[src/hw/rtl/mbrx_pkg.sv]
// Shared types, constants and the CRC-16 byte update for the Modbus RTU receiver.
// No dependencies; used by the stage modules and the top level.
`default_nettype none

package mbrx_pkg;

  localparam logic [8:0]  MAX_FRAME   = 9'd256;
  localparam logic [8:0]  COUNT_SAT   = 9'd511;
  localparam logic [8:0]  REQ_LEN     = 9'd8;
  localparam logic [7:0]  FUNC_LIMIT  = 8'd127;
  localparam logic [7:0]  REQ_FUNC_LO = 8'h01;
  localparam logic [7:0]  REQ_FUNC_HI = 8'h04;
  localparam logic [15:0] CRC_INIT    = 16'hFFFF;
  localparam logic [15:0] CRC_POLY    = 16'hA001;

  localparam logic       RST_SLAVE_MODE    = 1'b1;
  localparam logic [7:0] RST_STATION_ID    = 8'd1;
  localparam logic [7:0] RST_SILENCE_TICKS = 8'd35;

  localparam int unsigned CFG_IDX_W  = 2;
  localparam int unsigned CFG_DATA_W = 8;

  typedef enum logic [CFG_IDX_W-1:0] {
    CFG_SLAVE_MODE    = 2'd0,
    CFG_STATION_ID    = 2'd1,
    CFG_SILENCE_TICKS = 2'd2
  } cfg_idx_e;

  typedef enum logic {
    ACT_BYTE = 1'b0,
    ACT_TICK = 1'b1
  } action_e;

  typedef struct packed {
    logic       action;
    logic [7:0] rx_byte;
  } item_t;

  typedef struct packed {
    logic       frame_good;
    logic       addr_error;
    logic       length_error;
    logic       function_error;
    logic       req_len_error;
    logic       crc_error;
    logic [8:0] frame_length;
    logic [7:0] station_address;
    logic [7:0] function_code;
  } result_t;

  typedef struct packed {
    logic       slave_mode;
    logic [7:0] station_id;
    logic [7:0] silence_ticks;
  } cfg_t;

  // Input stage to frame logic
  typedef struct packed {
    logic  valid;
    item_t item;
  } stage_t;

  // Reflected CRC-16 (0xA001), one byte
  function automatic logic [15:0] crc16_byte(input logic [15:0] crc_in,
                                             input logic [7:0]  data);
    logic [15:0] c;
    c = crc_in ^ {8'h00, data};
    for (int i = 0; i < 8; i++) begin
      if (c[0]) begin
        c = (c >> 1) ^ CRC_POLY;
      end else begin
        c = c >> 1;
      end
    end
    return c;
  endfunction

endpackage

`default_nettype wire

[src/hw/rtl/mbrx_stream_if.sv]
// Valid/ready stream channel with a typed payload.
// Payload types come from mbrx_pkg at instantiation.
`default_nettype none

interface mbrx_stream_if #(
  parameter type payload_t = logic
);
  logic     valid;
  logic     ready;
  payload_t data;

  modport source (output valid, output data, input ready);
  modport sink   (input valid, input data, output ready);
endinterface

`default_nettype wire

[src/hw/rtl/mbrx_in_stage.sv]
// Input register for the receiver: holds one accepted byte/tick transaction.
// Depends on mbrx_pkg and mbrx_stream_if.
`default_nettype none

module mbrx_in_stage (
  input  logic             clk_i,
  input  logic             rst_ni,
  mbrx_stream_if.sink      rx_i,
  input  logic             advance_i,
  output mbrx_pkg::stage_t stage_o
);
  import mbrx_pkg::*;

  logic  valid_q, valid_d;
  item_t item_q;
  logic  take;

  assign rx_i.ready = !valid_q || advance_i;
  assign take       = rx_i.valid && rx_i.ready;

  always_comb begin
    valid_d = valid_q;
    if (take) begin
      valid_d = 1'b1;
    end else if (advance_i) begin
      valid_d = 1'b0;
    end
  end

  always_ff @(posedge clk_i or negedge rst_ni) begin
    if (!rst_ni) begin
      valid_q <= 1'b0;
    end else begin
      valid_q <= valid_d;
    end
  end

  always_ff @(posedge clk_i) begin
    if (take) begin
      item_q <= rx_i.data;
    end
  end

  assign stage_o.valid = valid_q;
  assign stage_o.item  = item_q;

endmodule

`default_nettype wire

[src/hw/rtl/mbrx_frame_ctrl.sv]
// Frame state, on-the-fly CRC, end-of-frame checks and the result register.
// Depends on mbrx_pkg and mbrx_stream_if.
`default_nettype none

module mbrx_frame_ctrl (
  input  logic             clk_i,
  input  logic             rst_ni,
  input  mbrx_pkg::cfg_t   cfg_i,
  input  mbrx_pkg::stage_t stage_i,
  output logic             advance_o,
  mbrx_stream_if.source    res_o
);
  import mbrx_pkg::*;

  logic [15:0] crc_q, crc_d;
  logic [15:0] held_q, held_d;
  logic [8:0]  count_q, count_d;
  logic [7:0]  addr_q, addr_d;
  logic [7:0]  func_q, func_d;
  logic [7:0]  silence_q, silence_d;
  logic        timer_q, timer_d;
  logic        out_valid_q, out_valid_d;
  result_t     res_q, res_d;
  logic        fire;
  logic        frame_end;
  logic        tick_end;
  logic        ae, le, fe, fb, crc_match;

  // Only a tick that closes a frame needs the result register free
  assign tick_end  = stage_i.valid && (stage_i.item.action == ACT_TICK) && timer_q
                     && (({1'b0, silence_q} + 9'd1) > {1'b0, cfg_i.silence_ticks});
  assign advance_o = !out_valid_q || res_o.ready || !tick_end;
  assign fire      = stage_i.valid && advance_o;

  // End-of-frame checks on the current frame state
  always_comb begin
    ae = cfg_i.slave_mode && (addr_q != cfg_i.station_id);
    le = count_q > MAX_FRAME;
    fe = func_q > FUNC_LIMIT;
    fb = !fe && cfg_i.slave_mode && (func_q >= REQ_FUNC_LO) && (func_q <= REQ_FUNC_HI)
         && (count_q != REQ_LEN);
    crc_match = (count_q > 9'd2) && (held_q[15:8] == crc_q[7:0])
                && (held_q[7:0] == crc_q[15:8]);
  end

  always_comb begin
    crc_d       = crc_q;
    held_d      = held_q;
    count_d     = count_q;
    addr_d      = addr_q;
    func_d      = func_q;
    silence_d   = silence_q;
    timer_d     = timer_q;
    frame_end   = 1'b0;
    out_valid_d = out_valid_q && !res_o.ready;

    res_d.frame_good      = !(ae || le || fe || fb) && crc_match;
    res_d.addr_error      = ae;
    res_d.length_error    = le;
    res_d.function_error  = fe;
    res_d.req_len_error   = fb;
    res_d.crc_error       = !(ae || le || fe || fb) && !crc_match;
    res_d.frame_length    = count_q;
    res_d.station_address = addr_q;
    res_d.function_code   = func_q;

    if (fire) begin
      case (action_e'(stage_i.item.action))
        ACT_BYTE: begin
          if (count_q == 9'd0) begin
            addr_d = stage_i.item.rx_byte;
          end else if (count_q == 9'd1) begin
            func_d = stage_i.item.rx_byte;
          end
          // CRC lags two bytes behind; the last two are the check bytes
          if (count_q >= 9'd2) begin
            crc_d = crc16_byte(crc_q, held_q[15:8]);
          end
          held_d = {held_q[7:0], stage_i.item.rx_byte};
          if (count_q < COUNT_SAT) begin
            count_d = count_q + 9'd1;
          end
          silence_d = 8'd0;
          timer_d   = 1'b1;
        end
        ACT_TICK: begin
          if (timer_q) begin
            if (({1'b0, silence_q} + 9'd1) <= {1'b0, cfg_i.silence_ticks}) begin
              silence_d = silence_q + 8'd1;
            end else begin
              frame_end = 1'b1;
            end
          end
        end
        default: begin
        end
      endcase
    end

    if (frame_end) begin
      out_valid_d = 1'b1;
      crc_d       = CRC_INIT;
      held_d      = 16'h0000;
      count_d     = 9'd0;
      addr_d      = 8'd0;
      func_d      = 8'd0;
      silence_d   = 8'd0;
      timer_d     = 1'b0;
    end
  end

  always_ff @(posedge clk_i or negedge rst_ni) begin
    if (!rst_ni) begin
      crc_q       <= CRC_INIT;
      held_q      <= 16'h0000;
      count_q     <= 9'd0;
      addr_q      <= 8'd0;
      func_q      <= 8'd0;
      silence_q   <= 8'd0;
      timer_q     <= 1'b0;
      out_valid_q <= 1'b0;
    end else begin
      crc_q       <= crc_d;
      held_q      <= held_d;
      count_q     <= count_d;
      addr_q      <= addr_d;
      func_q      <= func_d;
      silence_q   <= silence_d;
      timer_q     <= timer_d;
      out_valid_q <= out_valid_d;
    end
  end

  always_ff @(posedge clk_i) begin
    if (frame_end) begin
      res_q <= res_d;
    end
  end

  assign res_o.valid = out_valid_q;
  assign res_o.data  = res_q;

  // A frame is open exactly when bytes have been counted
  a_timer_tracks_count: assert property (@(posedge clk_i) disable iff (!rst_ni)
    timer_q == (count_q != 9'd0))
    else $error("timer state disagrees with byte count");

  a_idle_silence_clear: assert property (@(posedge clk_i) disable iff (!rst_ni)
    !timer_q |-> (silence_q == 8'd0) && (crc_q == CRC_INIT))
    else $error("idle receiver holds stale frame state");

  a_result_from_tick: assert property (@(posedge clk_i) disable iff (!rst_ni)
    $rose(out_valid_q) |-> $past(fire && stage_i.item.action == ACT_TICK))
    else $error("result produced without an ending tick");

  a_status_exclusive: assert property (@(posedge clk_i) disable iff (!rst_ni)
    out_valid_q |-> $onehot0({res_q.frame_good, res_q.crc_error})
                    && !(res_q.frame_good && (res_q.addr_error || res_q.length_error
                         || res_q.function_error || res_q.req_len_error)))
    else $error("inconsistent frame status flags");

endmodule

`default_nettype wire

[src/hw/rtl/modbus_rtu_frame_receiver_core.sv]
// Modbus RTU frame receiver top level: config registers, input stage, frame logic.
// Depends on mbrx_pkg, mbrx_stream_if, mbrx_in_stage and mbrx_frame_ctrl.
//
//   channel  dir  payload                      notes
//   rx_i     in   item_t  {action, rx_byte}    byte (action 0) or 0.1 ms tick
//   res_o    out  result_t status + fields     one per ended frame
//   cfg_*    in   idx/data, write enable       slave_mode, station_id, silence_ticks
//
// One transaction per cycle sustained but for the stall below; an ending tick goes
// through the input register and the result register to res_o. While a result waits,
// only a tick that would end the next frame stalls in the input register; other bytes
// and ticks keep flowing. Reset returns the frame state to idle and the registers to
// their defaults. No clearing pass after reset.
`default_nettype none

module modbus_rtu_frame_receiver_core (
  input  logic                               clk_i,
  input  logic                               rst_ni,
  input  logic                               cfg_we_i,
  input  logic [mbrx_pkg::CFG_IDX_W-1:0]     cfg_idx_i,
  input  logic [mbrx_pkg::CFG_DATA_W-1:0]    cfg_data_i,
  mbrx_stream_if.sink                        rx_i,
  mbrx_stream_if.source                      res_o
);
  import mbrx_pkg::*;

  cfg_t   cfg_q;
  stage_t stage;
  logic   advance;

  always_ff @(posedge clk_i or negedge rst_ni) begin
    if (!rst_ni) begin
      cfg_q.slave_mode    <= RST_SLAVE_MODE;
      cfg_q.station_id    <= RST_STATION_ID;
      cfg_q.silence_ticks <= RST_SILENCE_TICKS;
    end else if (cfg_we_i) begin
      case (cfg_idx_e'(cfg_idx_i))
        CFG_SLAVE_MODE:    cfg_q.slave_mode    <= cfg_data_i[0];
        CFG_STATION_ID:    cfg_q.station_id    <= cfg_data_i;
        CFG_SILENCE_TICKS: cfg_q.silence_ticks <= cfg_data_i;
        default: begin
        end
      endcase
    end
  end

  mbrx_in_stage u_in_stage (
    .clk_i     (clk_i),
    .rst_ni    (rst_ni),
    .rx_i      (rx_i),
    .advance_i (advance),
    .stage_o   (stage)
  );

  mbrx_frame_ctrl u_frame_ctrl (
    .clk_i     (clk_i),
    .rst_ni    (rst_ni),
    .cfg_i     (cfg_q),
    .stage_i   (stage),
    .advance_o (advance),
    .res_o     (res_o)
  );

endmodule

`default_nettype wire

[src/flat_wrapper.sv]
// flat-port wrapper written by rule: the top's interface ports become plain ports
module modbus_rtu_frame_receiver_core_flat import mbrx_pkg::*;
  (clk_i, rst_ni, cfg_we_i, cfg_idx_i, cfg_data_i, rx_i_valid, rx_i_data, rx_i_ready, res_o_valid, res_o_data, res_o_ready);
  mbrx_stream_if #(.payload_t(item_t)) rx_i_i ();
  mbrx_stream_if #(.payload_t(result_t)) res_o_i ();
  input  logic clk_i;
  input  logic rst_ni;
  input  logic cfg_we_i;
  input  logic [mbrx_pkg::CFG_IDX_W-1:0] cfg_idx_i;
  input  logic [mbrx_pkg::CFG_DATA_W-1:0] cfg_data_i;
  input wire logic [$bits(rx_i_i.valid)-1:0] rx_i_valid;
  input wire logic [$bits(rx_i_i.data)-1:0] rx_i_data;
  output wire logic [$bits(rx_i_i.ready)-1:0] rx_i_ready;
  output wire logic [$bits(res_o_i.valid)-1:0] res_o_valid;
  output wire logic [$bits(res_o_i.data)-1:0] res_o_data;
  input wire logic [$bits(res_o_i.ready)-1:0] res_o_ready;
  assign rx_i_i.valid = rx_i_valid;
  assign rx_i_i.data = rx_i_data;
  assign rx_i_ready = rx_i_i.ready;
  assign res_o_valid = res_o_i.valid;
  assign res_o_data = res_o_i.data;
  assign res_o_i.ready = res_o_ready;
  modbus_rtu_frame_receiver_core u_core (.clk_i(clk_i), .rst_ni(rst_ni), .cfg_we_i(cfg_we_i), .cfg_idx_i(cfg_idx_i), .cfg_data_i(cfg_data_i), .rx_i(rx_i_i), .res_o(res_o_i));
endmodule
[config.mk]
export PLATFORM = sky130hd
export DESIGN_NAME = modbus_rtu_frame_receiver_core_flat
export DESIGN_NICKNAME = d
export VERILOG_FILES = /design/src/hw/rtl/mbrx_pkg.sv /design/src/hw/rtl/mbrx_stream_if.sv /design/src/hw/rtl/mbrx_in_stage.sv /design/src/hw/rtl/mbrx_frame_ctrl.sv /design/src/hw/rtl/modbus_rtu_frame_receiver_core.sv /design/src/flat_wrapper.sv
export SDC_FILE = /design/constraint.sdc
export NUM_CORES = 1
export LEC_CHECK = 0
export CORE_MARGIN = 4
export CORE_UTILIZATION = 60
export CTS_CLUSTER_SIZE = 28
export DETAILED_ROUTE_END_ITERATION = 12
export DONT_BUFFER_PORTS = 1
export HOLD_SLACK_MARGIN = 0.03
export PLACE_DENSITY = 0.76
export SYNTH_ARGS = -nofsm -noshare
export SYNTH_HDL_FRONTEND = slang
export SYNTH_SLANG_ARGS = --single-unit
[constraint.sdc]
create_clock -name clk_i -period 9.2 [get_ports clk_i]
set_clock_uncertainty 0.15 [all_clocks]
set_input_delay 0 -clock clk_i [delete_from_list [all_inputs] [get_ports clk_i]]
set_output_delay 0 -clock clk_i [all_outputs]
set_load 0.005 [all_outputs]
==> impl_metrics.json, run 1 <==
{
  "clock_insertion_delay_worst_skew_ps": 540,
  "yosysSeqAreaShare_pct": 58.4,
  "cts_tree": "done",
  "routed_wire_length_per_instance_um": 20.2,
  "global_route.usage.total_pct": 26.2,
  "power_per_cell_area_mw_per_mm2": 328,
  "detail-route-antenna-nets": 0,
  "tns_ps": 0,
  "drc": 0,
  "detail_route.first_pass.iterations": 5,
  "synthDominantCellAreaShare_pct": 27.9,
  "syn_area_mm2": 0.00574,
  "drive_gt1_share_pct": 15.4,
  "final-max-slew-violation-count": 0,
  "floorplan.die_area_mm2": 0.0112,
  "dp.final_hpwl_um": 7860,
  "yosys-top-cells-count": "sky130_fd_sc_hd__nand2_1, sky130_fd_sc_hd__dfrtp_1, sky130_fd_sc_hd__edfxtp_1",
  "outcome": "finished clean",
  "cts.sinks": 125,
  "antenna_cells": 0,
  "fin_crit_sh_pct": 47.0,
  "path_class": "register to register",
  "power.clock.fraction_pct": 28.7,
  "route.vias.total": 4076,
  "max_slew_headroom_pct": 26.8,
  "std_cell_rows": 35,
  "min-delay-path-class": "input port to async pin",
  "irDropWorstVdd_mv": 0.162,
  "grt_pass1_wl_um": 22400,
  "setup.worst_path.start": "u_core.u_frame_ctrl.silence_q[2]",
  "drt-vias-per-instance": 6.10,
  "reg2reg_setup_slack_ps": 4880,
  "synth_net_count": 520,
  "htree_num_levels": 4,
  "total_switching_power_mw": 0.786,
  "die_height_um": 106,
  "swShare_pct": 35.0,
  "ys.warnings.count": 0,
  "synth.avg_cell_area_um2": 11.9,
  "p_leak_nw": 2.84,
  "cts_setup_buffers": 0,
  "regToRegStartpoint": "u_core.u_frame_ctrl.silence_q[2]",
  "worst_setup_path_endpoint": "u_core.u_frame_ctrl.func_q[7]",
  "io_pins": 57,
  "clk_pin_slew_ps": 60,
  "number_of_flops_mapped_to_enable_cells_by_yosys": 40,
  "synth.most_common_cell": "sky130_fd_sc_hd__nand2_1",
  "clk_path_buf_depth": 2,
  "grt_setup_unrepaired": "false",
  "max_slew.worst_pin.slew_ps": 1100,
  "period_needed_ps": 4320,
  "area_growth_pct": 19.4,
  "synth-seq-cells": 125,
  "placement.io_buffers": 0,
  "post_cts_resized": 0,
  "power_frac_comb_pct": 31.0,
  "fp.dieW_um": 106,
  "cts-root-buf": "sky130_fd_sc_hd__clkbuf_8",
  "grt_max_degree": 65,
  "prevailing_post_synth_register_cell": "sky130_fd_sc_hd__dfrtp_1",
  "first_global_vias": 4150,
  "p_int_mw": 1.46,
  "synth.largest_area_cell": "sky130_fd_sc_hd__dfrtp_1",
  "worst-endpoint-required_ps": 9460,
  "synth_area_leaders": "sky130_fd_sc_hd__dfrtp_1, sky130_fd_sc_hd__edfxtp_1, sky130_fd_sc_hd__dfstp_2",
  "initial_antenna_violation_count": 0,
  "core_mm2": 0.00928,
  "drt-total-wl_um": 13500,
  "p_seq_share_pct": 40.3,
  "max_cap_viol_count": 0,
  "cts_inserted_buffers": 17,
  "async_flop_share_pct": 68.0,
  "layout.core_utilization_pct": 73.9,
  "worstRegToRegCells": 14,
  "postCtsHoldBufs": 44,
  "worstPathArrival_ps": 4580,
  "start_util_pct": 61.9,
  "postSynthCellCount": 481,
  "drt_iter0_markers": 351,
  "yosysUniqueCellTypes": 61,
  "gpl.final_weighted_congestion": 0.915,
  "path_max_fanout": 46,
  "setup_violations": 0,
  "max_clock_freq_ghz": 0.231,
  "crit_path_start_kind": "register",
  "regToRegEndpoint": "u_core.u_frame_ctrl.func_q[7]",
  "timing.critical_path.to_type": "register",
  "globalRouteOverflowTotal": 0,
  "final_net_count": 565,
  "finalHoldViolCount": 0
}
sequential cells by signal, indices dropped and copies added (netlist names):
register / count
u_core.u_frame_ctrl.addr_q: 8
u_core.u_in_stage.stage_o: 9
u_core.u_frame_ctrl.silence_q: 8
u_core.u_frame_ctrl.crc_q: 16
u_core.u_frame_ctrl.res_o.data: 31
u_core.u_frame_ctrl.timer_q: 1
u_core.u_frame_ctrl.count_q: 9
u_core.u_frame_ctrl.held_q: 16
u_core.u_frame_ctrl.res_o.valid: 1
u_core.u_in_stage.valid_q: 1
u_core.u_frame_ctrl.func_q: 8
u_core.cfg_q: 17
placed cells by master (no fill, tap or decap), types with 5 or more instances in the layout:
| cell type | synthesis | routed |
|---|---|---|
| sky130_fd_sc_hd__xor2_1 | 12 | 12 |
| sky130_fd_sc_hd__mux2_2 | 17 | 17 |
| sky130_fd_sc_hd__nand3_1 | 19 | 19 |
| sky130_fd_sc_hd__o21ai_0 | 24 | 24 |
| sky130_fd_sc_hd__nand4_1 | 8 | 8 |
| sky130_fd_sc_hd__dlygate4sd3_1 | 0 | 42 |
| sky130_fd_sc_hd__o211ai_1 | 9 | 9 |
| sky130_fd_sc_hd__nand2_1 | 74 | 74 |
| sky130_fd_sc_hd__ha_1 | 15 | 15 |
| sky130_fd_sc_hd__a22o_1 | 17 | 17 |
| sky130_fd_sc_hd__xnor2_1 | 31 | 31 |
| sky130_fd_sc_hd__clkbuf_16 | 0 | 16 |
| sky130_fd_sc_hd__inv_6 | 0 | 7 |
| sky130_fd_sc_hd__nor2_1 | 9 | 9 |
| sky130_fd_sc_hd__nor3_1 | 7 | 7 |
| sky130_fd_sc_hd__inv_1 | 17 | 17 |
| sky130_fd_sc_hd__a21oi_1 | 10 | 10 |
| sky130_fd_sc_hd__dfstp_2 | 21 | 21 |
| sky130_fd_sc_hd__dfrtp_1 | 64 | 64 |
| sky130_fd_sc_hd__edfxtp_1 | 40 | 40 |
| sky130_fd_sc_hd__nor4_1 | 5 | 5 |
| sky130_fd_sc_hd__and2_1 | 5 | 5 |
kinds of logic (layout without fill, tap and decap cells):
family / after synthesis / count (layout) / share of synthesized area, %
and+or+nand+nor: 156 / 156 / 13.9
muxes: 17 / 17 / 3.33
DFF: 125 / 125 / 58.4
xor gates and xnor gates: 43 / 43 / 6.56
buffers and inverters: 37 / 95 / 2.83
AOI/OAI and AO/OA: 88 / 88 / 11.7
adders and majority gates: 15 / 15 / 3.27
critical path, cell delays in order, from the launching register on:
cell                      delay [ps]
sky130_fd_sc_hd__dfrtp_1         460
sky130_fd_sc_hd__nand3_1         180
sky130_fd_sc_hd__inv_1           110
sky130_fd_sc_hd__nand3_1         200
sky130_fd_sc_hd__nor2_1          220
sky130_fd_sc_hd__xor2_1          230
sky130_fd_sc_hd__ha_1            310
sky130_fd_sc_hd__nand3_1         170
sky130_fd_sc_hd__nor2_1          100
sky130_fd_sc_hd__a31oi_2         240
sky130_fd_sc_hd__nand2_1          80
sky130_fd_sc_hd__buf_4           270
sky130_fd_sc_hd__inv_2           720
sky130_fd_sc_hd__o21ai_1         400
sky130_fd_sc_hd__a22o_1          340
power groups by stage:
| stage | clock (mW) | sequential, mW | combinational, mW |
|---|---|---|---|
| after floorplan | 0 | 0.860 | 0.560 |
| after global placement | 0 | 0.899 | 0.632 |
| after detailed placement | 0 | 0.908 | 0.650 |
| after CTS | 0.640 | 0.899 | 0.690 |
| after global routing | 0.678 | 0.926 | 0.772 |
| final | 0.645 | 0.907 | 0.697 |
worst min-delay path by stage:
stage | start | endpoint | slack (ps) | cells after the start
4_1_cts | rst_ni | u_core.cfg_q[0] | 30 | 2
2_1_floorplan | rst_ni | u_core.cfg_q[10] | -450 | 0
5_1_grt | rst_ni | u_core.cfg_q[0] | 70 | 2
3_5_place_dp | rst_ni | u_core.u_frame_ctrl.held_q[11] | -440 | 0
6_report | rst_ni | u_core.cfg_q[16] | 50 | 2
3_3_place_gp | rst_ni | u_core.u_frame_ctrl.held_q[12] | -440 | 0
per-layer routing:
metal	global-route usage (%)	vias up	routed length, um
met5	0	-	0
met4	12.3	0	479
met3	6.98	47	732
met2	42.7	170	6840
met1	32.7	2026	5450
li1	-	1833	-
through the flow:
step	hold slack [ps]	worst slack [ps]	instance area, um2	cells	power (mW)
finish	54.5	4880	6860	668	2.25
floorplan	-446	6150	5740	481	1.42
global route	66.4	4600	6860	668	2.38
global placement	-442	5220	5820	592	1.53
detailed placement	-442	5000	5820	592	1.56
CTS	32.2	4970	6860	668	2.23
area by class of cell:
type                            instances  area, um2
Timing Repair Buffer                   45        483
Tap cell                              129        161
Clock buffer                           17        414
Clock inverter                         15        153
Inverter                               18       67.6
Fill cell                             600       2420
Multi-Input combinational cell        319       2230
Sequential cell                       125       3350
Power figures use the tool's default switching activity.
==> inputs of run 2 (changes only) <==
--- a/config.mk
+++ b/config.mk
@@ -6,12 +6,12 @@
 export NUM_CORES = 1
 export LEC_CHECK = 0
 export CORE_MARGIN = 4
-export CORE_UTILIZATION = 60
+export CORE_UTILIZATION = 57
 export CTS_CLUSTER_SIZE = 28
 export DETAILED_ROUTE_END_ITERATION = 12
 export DONT_BUFFER_PORTS = 1
 export HOLD_SLACK_MARGIN = 0.03
-export PLACE_DENSITY = 0.76
+export PLACE_DENSITY = 0.75
 export SYNTH_ARGS = -nofsm -noshare
 export SYNTH_HDL_FRONTEND = slang
 export SYNTH_SLANG_ARGS = --single-unit
==> constraint.sdc (replaced) <==
create_clock -name clk_i -period 3.75 [get_ports clk_i]
set_clock_uncertainty 0.15 [all_clocks]
set_input_delay 0 -clock clk_i [delete_from_list [all_inputs] [get_ports clk_i]]
set_output_delay 0 -clock clk_i [all_outputs]
set_load 0.005 [all_outputs]
==> impl_metrics.json, run 2 (synthesized netlist as in run 1, its figures left out) <==
{
  "area_growth_pct": 22.1,
  "power_per_cell_area_mw_per_mm2": 837,
  "std_cell_rows": 36,
  "drt-total-wl_um": 13200,
  "period_needed_ps": 3440,
  "cts_inserted_buffers": 17,
  "worst-endpoint-required_ps": 4050,
  "fp.dieW_um": 108,
  "detail_route.first_pass.iterations": 4,
  "worstPathArrival_ps": 3750,
  "max_cap_viol_count": 0,
  "global_route.usage.total_pct": 24.3,
  "setup_violations": 0,
  "drc": 0,
  "floorplan.die_area_mm2": 0.0117,
  "fin_crit_sh_pct": 91.8,
  "layoutNonFillerInstCount": 675,
  "clock_insertion_delay_worst_skew_ps": 530,
  "cts.sinks": 125,
  "outcome": "finished clean",
  "die_height_um": 108,
  "tns_ps": 0,
  "initial_antenna_violation_count": 0,
  "globalRouteOverflowTotal": 0,
  "finalHoldViolCount": 0,
  "grt_max_degree": 65,
  "max_slew.worst_pin.slew_ps": 827,
  "most_common_library_cell_in_the_layout_ignoring_fill_and_taps": "sky130_fd_sc_hd__nand2_1",
  "path_class": "register to register",
  "drt_iter0_markers": 222,
  "clk_path_buf_depth": 2,
  "min-delay-path-class": "input port to register",
  "largest_register_ffs": 31,
  "most-common-layout-cells": "sky130_fd_sc_hd__nand2_1, sky130_fd_sc_hd__dfrtp_1, sky130_fd_sc_hd__dlygate4sd3_1",
  "dpl.cell_count": 599,
  "first_global_vias": 4069,
  "path_max_fanout": 17,
  "grt_setup_unrepaired": "false",
  "reg2reg_setup_slack_ps": 310,
  "clk_pin_slew_ps": 60,
  "crit_path_start_kind": "register",
  "p_leak_nw": 2.91,
  "max_slew_headroom_pct": 44.8,
  "layout.core_utilization_pct": 71.8,
  "drive_gt1_share_pct": 15.7,
  "placement.io_buffers": 0,
  "drt-vias-per-instance": 5.80,
  "core_mm2": 0.00977,
  "grt_pass1_wl_um": 21200,
  "final_net_count": 567,
  "timing.critical_path.to_type": "register",
  "dp.final_hpwl_um": 8200,
  "io_pins": 57,
  "cts-root-buf": "sky130_fd_sc_hd__clkbuf_8",
  "detail-route-antenna-nets": 0,
  "final-max-slew-violation-count": 0,
  "route.vias.total": 3913,
  "irDropWorstVdd_mv": 0.505,
  "routed_wire_length_per_instance_um": 19.5,
  "cts_tree": "done",
  "gpl.final_weighted_congestion": 0.869,
  "htree_num_levels": 4,
  "start_util_pct": 58.8,
  "max_clock_freq_ghz": 0.291,
  "cts_setup_buffers": 0
}
==> run 2: cell count changes in the layout (fill, tap and decap cells not counted), sizes merged <==
cell         before  now
buf               3    6
bufinv            1    7
clkbuf           17   21
clkinv            1    3
clkinvlp          4    1
diode             0    1
dlygate4sd3      42   41
inv              27   18
==> run 2: worst paths after layout <==
check / from / end / cells after the start
max in group asynchronous: rst_ni / u_core.cfg_q[3] / 4
max: u_core.u_frame_ctrl.silence_q[0] / u_core.u_frame_ctrl.addr_q[5] / 12
min reg2reg: u_core.u_frame_ctrl.crc_q[4] / u_core.u_frame_ctrl.crc_q[4] / 2
max reg2reg: u_core.u_frame_ctrl.silence_q[0] / u_core.u_frame_ctrl.addr_q[5] / 12
min in group asynchronous: rst_ni / u_core.u_frame_ctrl.crc_q[4] / 3
min: cfg_data_i[2] / u_core.cfg_q[2] / 2
==> run 2: timing repair <==
action,in CTS,in global routing
hold endpoints to repair,123,0
resized for setup,0,1
endpoints found under the setup margin,0,8
hold buffers,43,0
==> run 2: layer usage <==
layer	vias up	GRT usage (%)	wire, um
li1	1827	-	-
met1	1937	29.9	5300
met2	122	39.8	6810
met3	27	7.22	759
met4	0	10.6	283
met5	-	0	0
==> run 2: critical path: stages (launching register included) <==
cell and delay, ps:
sky130_fd_sc_hd__dfrtp_1 430, sky130_fd_sc_hd__ha_1 280, sky130_fd_sc_hd__and4_4 280, sky130_fd_sc_hd__nand2_1 120
sky130_fd_sc_hd__xnor2_1 190, sky130_fd_sc_hd__ha_1 330, sky130_fd_sc_hd__nand3_1 150, sky130_fd_sc_hd__nor2_1 230
sky130_fd_sc_hd__a31oi_2 140, sky130_fd_sc_hd__nand2_1 170, sky130_fd_sc_hd__inv_2 170, sky130_fd_sc_hd__o21ai_1 490
sky130_fd_sc_hd__a22o_1 240
==> run 2: area by class of cell <==
type / count / area [um2]
diodes: 1 / 2.50
clock buffers: 21 / 449
clock inverters: 11 / 236
fillers: 629 / 2760
inverters: 18 / 67.6
multi-input cells: 319 / 2230
flip-flops and latches: 125 / 3350
well taps: 133 / 166
repair buffers: 47 / 508
==> run 2: per-stage QoR <==
stage / cell area [um2] / power (mW) / hold WS, ps / worst slack, ps
after floorplan: 5740 / 3.48 / -446 / 704
after detailed placement: 5860 / 3.85 / -441 / 299
final: 7010 / 5.87 / 61.9 / 308
after global routing: 7010 / 6.20 / 54.9 / 46.4
after CTS: 7010 / 5.86 / 39.0 / 269
after global placement: 5860 / 3.79 / -441 / 527
==> run 2: report_power, final <==
group,switching [mW],leakage (nW),internal [mW]
sequential,0.373,1.40,1.86
combinational,0.905,1.18,0.839
clock,0.580,0.332,1.31
total,1.86,2.91,4.02
==> inputs of run 3 (changes only) <==
--- a/config.mk
+++ b/config.mk
@@ -10,8 +10,9 @@
 export CTS_CLUSTER_SIZE = 28
 export DETAILED_ROUTE_END_ITERATION = 12
 export DONT_BUFFER_PORTS = 1
-export HOLD_SLACK_MARGIN = 0.03
+export HOLD_SLACK_MARGIN = 0.12
 export PLACE_DENSITY = 0.75
+export SLEW_MARGIN = 10
 export SYNTH_ARGS = -nofsm -noshare
 export SYNTH_HDL_FRONTEND = slang
 export SYNTH_SLANG_ARGS = --single-unit
==> impl_metrics.json, run 3 (synthesized netlist as in run 1, its figures left out) <==
{
  "outcome": "finished clean",
  "placement.io_buffers": 0,
  "swShare_pct": 32.3,
  "largest_register_ffs": 31,
  "p_int_mw": 4.03,
  "tns_ps": 0,
  "postPlaceCellArea_mm2": 0.00586,
  "fin_area_mm2": 0.00712,
  "final_net_count": 577,
  "cts_inserted_buffers": 17,
  "cts.sinks": 125,
  "min-delay-path-class": "input port to register",
  "clock_insertion_delay_worst_skew_ps": 530,
  "layoutNonFillerInstCount": 684,
  "gpl.final_weighted_congestion": 0.869,
  "fin_hold_ws_ps": 207,
  "area_growth_pct": 23.9,
  "cts-root-buf": "sky130_fd_sc_hd__clkbuf_8",
  "clk_path_buf_depth": 2,
  "core_mm2": 0.00977,
  "detail_route.first_pass.iterations": 5,
  "cts_tree": "done",
  "path_class": "register to register",
  "timing.critical_path.to_type": "register",
  "p_seq_share_pct": 37.6,
  "htree_num_levels": 4,
  "finalHoldViolCount": 0,
  "grt_max_degree": 65,
  "fp.dieW_um": 108,
  "dpl.cell_count": 599,
  "drt_iter0_markers": 238,
  "initial_antenna_violation_count": 0,
  "max_clock_freq_ghz": 0.282,
  "io_pins": 57,
  "max_slew_headroom_pct": 41.6,
  "power_frac_comb_pct": 30.4,
  "grt_setup_unrepaired": "true",
  "worst-endpoint-required_ps": 3820,
  "total_switching_power_mw": 1.92,
  "globalRouteOverflowTotal": 0,
  "drt-total-wl_um": 14100,
  "dp.final_hpwl_um": 8200,
  "p_leak_nw": 2.96,
  "setup_violations": 0,
  "power_per_cell_area_mw_per_mm2": 837,
  "worstPathArrival_ps": 3620,
  "power.clock.fraction_pct": 32.0,
  "crit_path_start_kind": "register",
  "clk_pin_slew_ps": 60,
  "drc": 0,
  "route.vias.total": 4125,
  "irDropWorstVdd_mv": 0.520,
  "global_route.usage.total_pct": 25.8,
  "num-fill-cells": 605,
  "start_util_pct": 58.8,
  "most_common_library_cell_in_the_layout_ignoring_fill_and_taps": "sky130_fd_sc_hd__nand2_1",
  "detail-route-antenna-nets": 0,
  "fin_crit_sh_pct": 94.7,
  "max_slew.worst_pin.slew_ps": 874,
  "max_cap_viol_count": 0,
  "floorplan.die_area_mm2": 0.0117,
  "period_needed_ps": 3550,
  "first_global_vias": 4146,
  "cts_setup_buffers": 0,
  "path_max_fanout": 17,
  "std_cell_rows": 36,
  "drt-vias-per-instance": 6.03,
  "final-max-slew-violation-count": 0,
  "die_height_um": 108,
  "drive_gt1_share_pct": 15.6,
  "most-common-layout-cells": "sky130_fd_sc_hd__nand2_1, sky130_fd_sc_hd__dfrtp_1, sky130_fd_sc_hd__dlygate4sd3_1",
  "antenna_cells": 0,
  "grt_pass1_wl_um": 22400,
  "routed_wire_length_per_instance_um": 20.6
}
==> run 3: cell types whose count changed in the layout (fill, tap and decap cells not counted), sizes merged <==
cell | before | now
dlygate4sd3 | 41 | 51
diode | 1 | 0
==> run 3: per-layer routing <==
layer	part of all wire [%]	global-route usage [%]
met5	0	0
met4	3.5	11.5
met3	7.0	7.82
met2	51	42.9
met1	38	31.1
==> run 3: power by group through the flow <==
stage	clock network (mW)	registers, mW	logic (mW)
after floorplan	0	2.11	1.37
after global placement	0	2.22	1.57
after detailed placement	0	2.24	1.61
after CTS	1.91	2.22	1.74
after global routing	1.98	2.28	2.00
final	1.91	2.24	1.81
==> run 3: per-stage QoR <==
step	setup slack [ps]	utilization (%)	power, mW
2_1_floorplan	704	-	3.48
3_5_place_dp	299	59.9	3.85
5_1_grt	-4.64	72.8	6.27
4_1_cts	269	72.7	5.88
3_3_place_gp	527	59.9	3.79
6_report	200	72.8	5.95
==> run 3: critical path, cell delays in order, from the launching register on <==
cell	delay (ps)
sky130_fd_sc_hd__dfrtp_1	440
sky130_fd_sc_hd__nand3_1	180
sky130_fd_sc_hd__inv_1	110
sky130_fd_sc_hd__nand3_1	200
sky130_fd_sc_hd__nor2_1	220
sky130_fd_sc_hd__xor2_1	120
sky130_fd_sc_hd__ha_1	390
sky130_fd_sc_hd__nand4b_1	150
sky130_fd_sc_hd__o211a_1	270
sky130_fd_sc_hd__o211ai_4	150
sky130_fd_sc_hd__nand2_1	190
sky130_fd_sc_hd__inv_2	320
sky130_fd_sc_hd__buf_4	340
==> run 3: area by class of cell <==
| cell class | instances | area (um2) | share of cell area (%) |
|---|---|---|---|
| Multi-Input combinational cell | 319 | 2230 | 31.4 |
| Sequential cell | 125 | 3350 | 47.1 |
| Inverter | 18 | 67.6 | 0.950 |
| Tap cell | 133 | 166 | 2.34 |
| Clock inverter | 11 | 236 | 3.32 |
| Timing Repair Buffer | 57 | 608 | 8.55 |
| Clock buffer | 21 | 449 | 6.31 |
==> run 3: path summary, 6_finish.rpt <==
kind	start	end	slack, ps	depth (start not counted)
hold reg to reg	u_core.u_frame_ctrl.func_q[4]	u_core.u_frame_ctrl.res_o.data[4]	340	0
max in group asynchronous	rst_ni	u_core.cfg_q[3]	2580	4
min in group asynchronous	rst_ni	u_core.u_frame_ctrl.crc_q[4]	530	3
setup reg to reg	u_core.u_frame_ctrl.silence_q[2]	u_core.u_frame_ctrl.res_o.data[11]	200	12
setup / recovery	u_core.u_frame_ctrl.silence_q[2]	u_core.u_frame_ctrl.res_o.data[11]	200	12
hold / removal	res_o_ready	u_core.u_frame_ctrl.res_o.valid	210	3
==> run 3: repair_timing <==
action / 4_1_cts / 5_1_grt
resized for setup: 0 / 2
hold buffers: 53 / 0
endpoints found under the hold margin: 124 / 0
endpoints found under the setup margin: 0 / 16
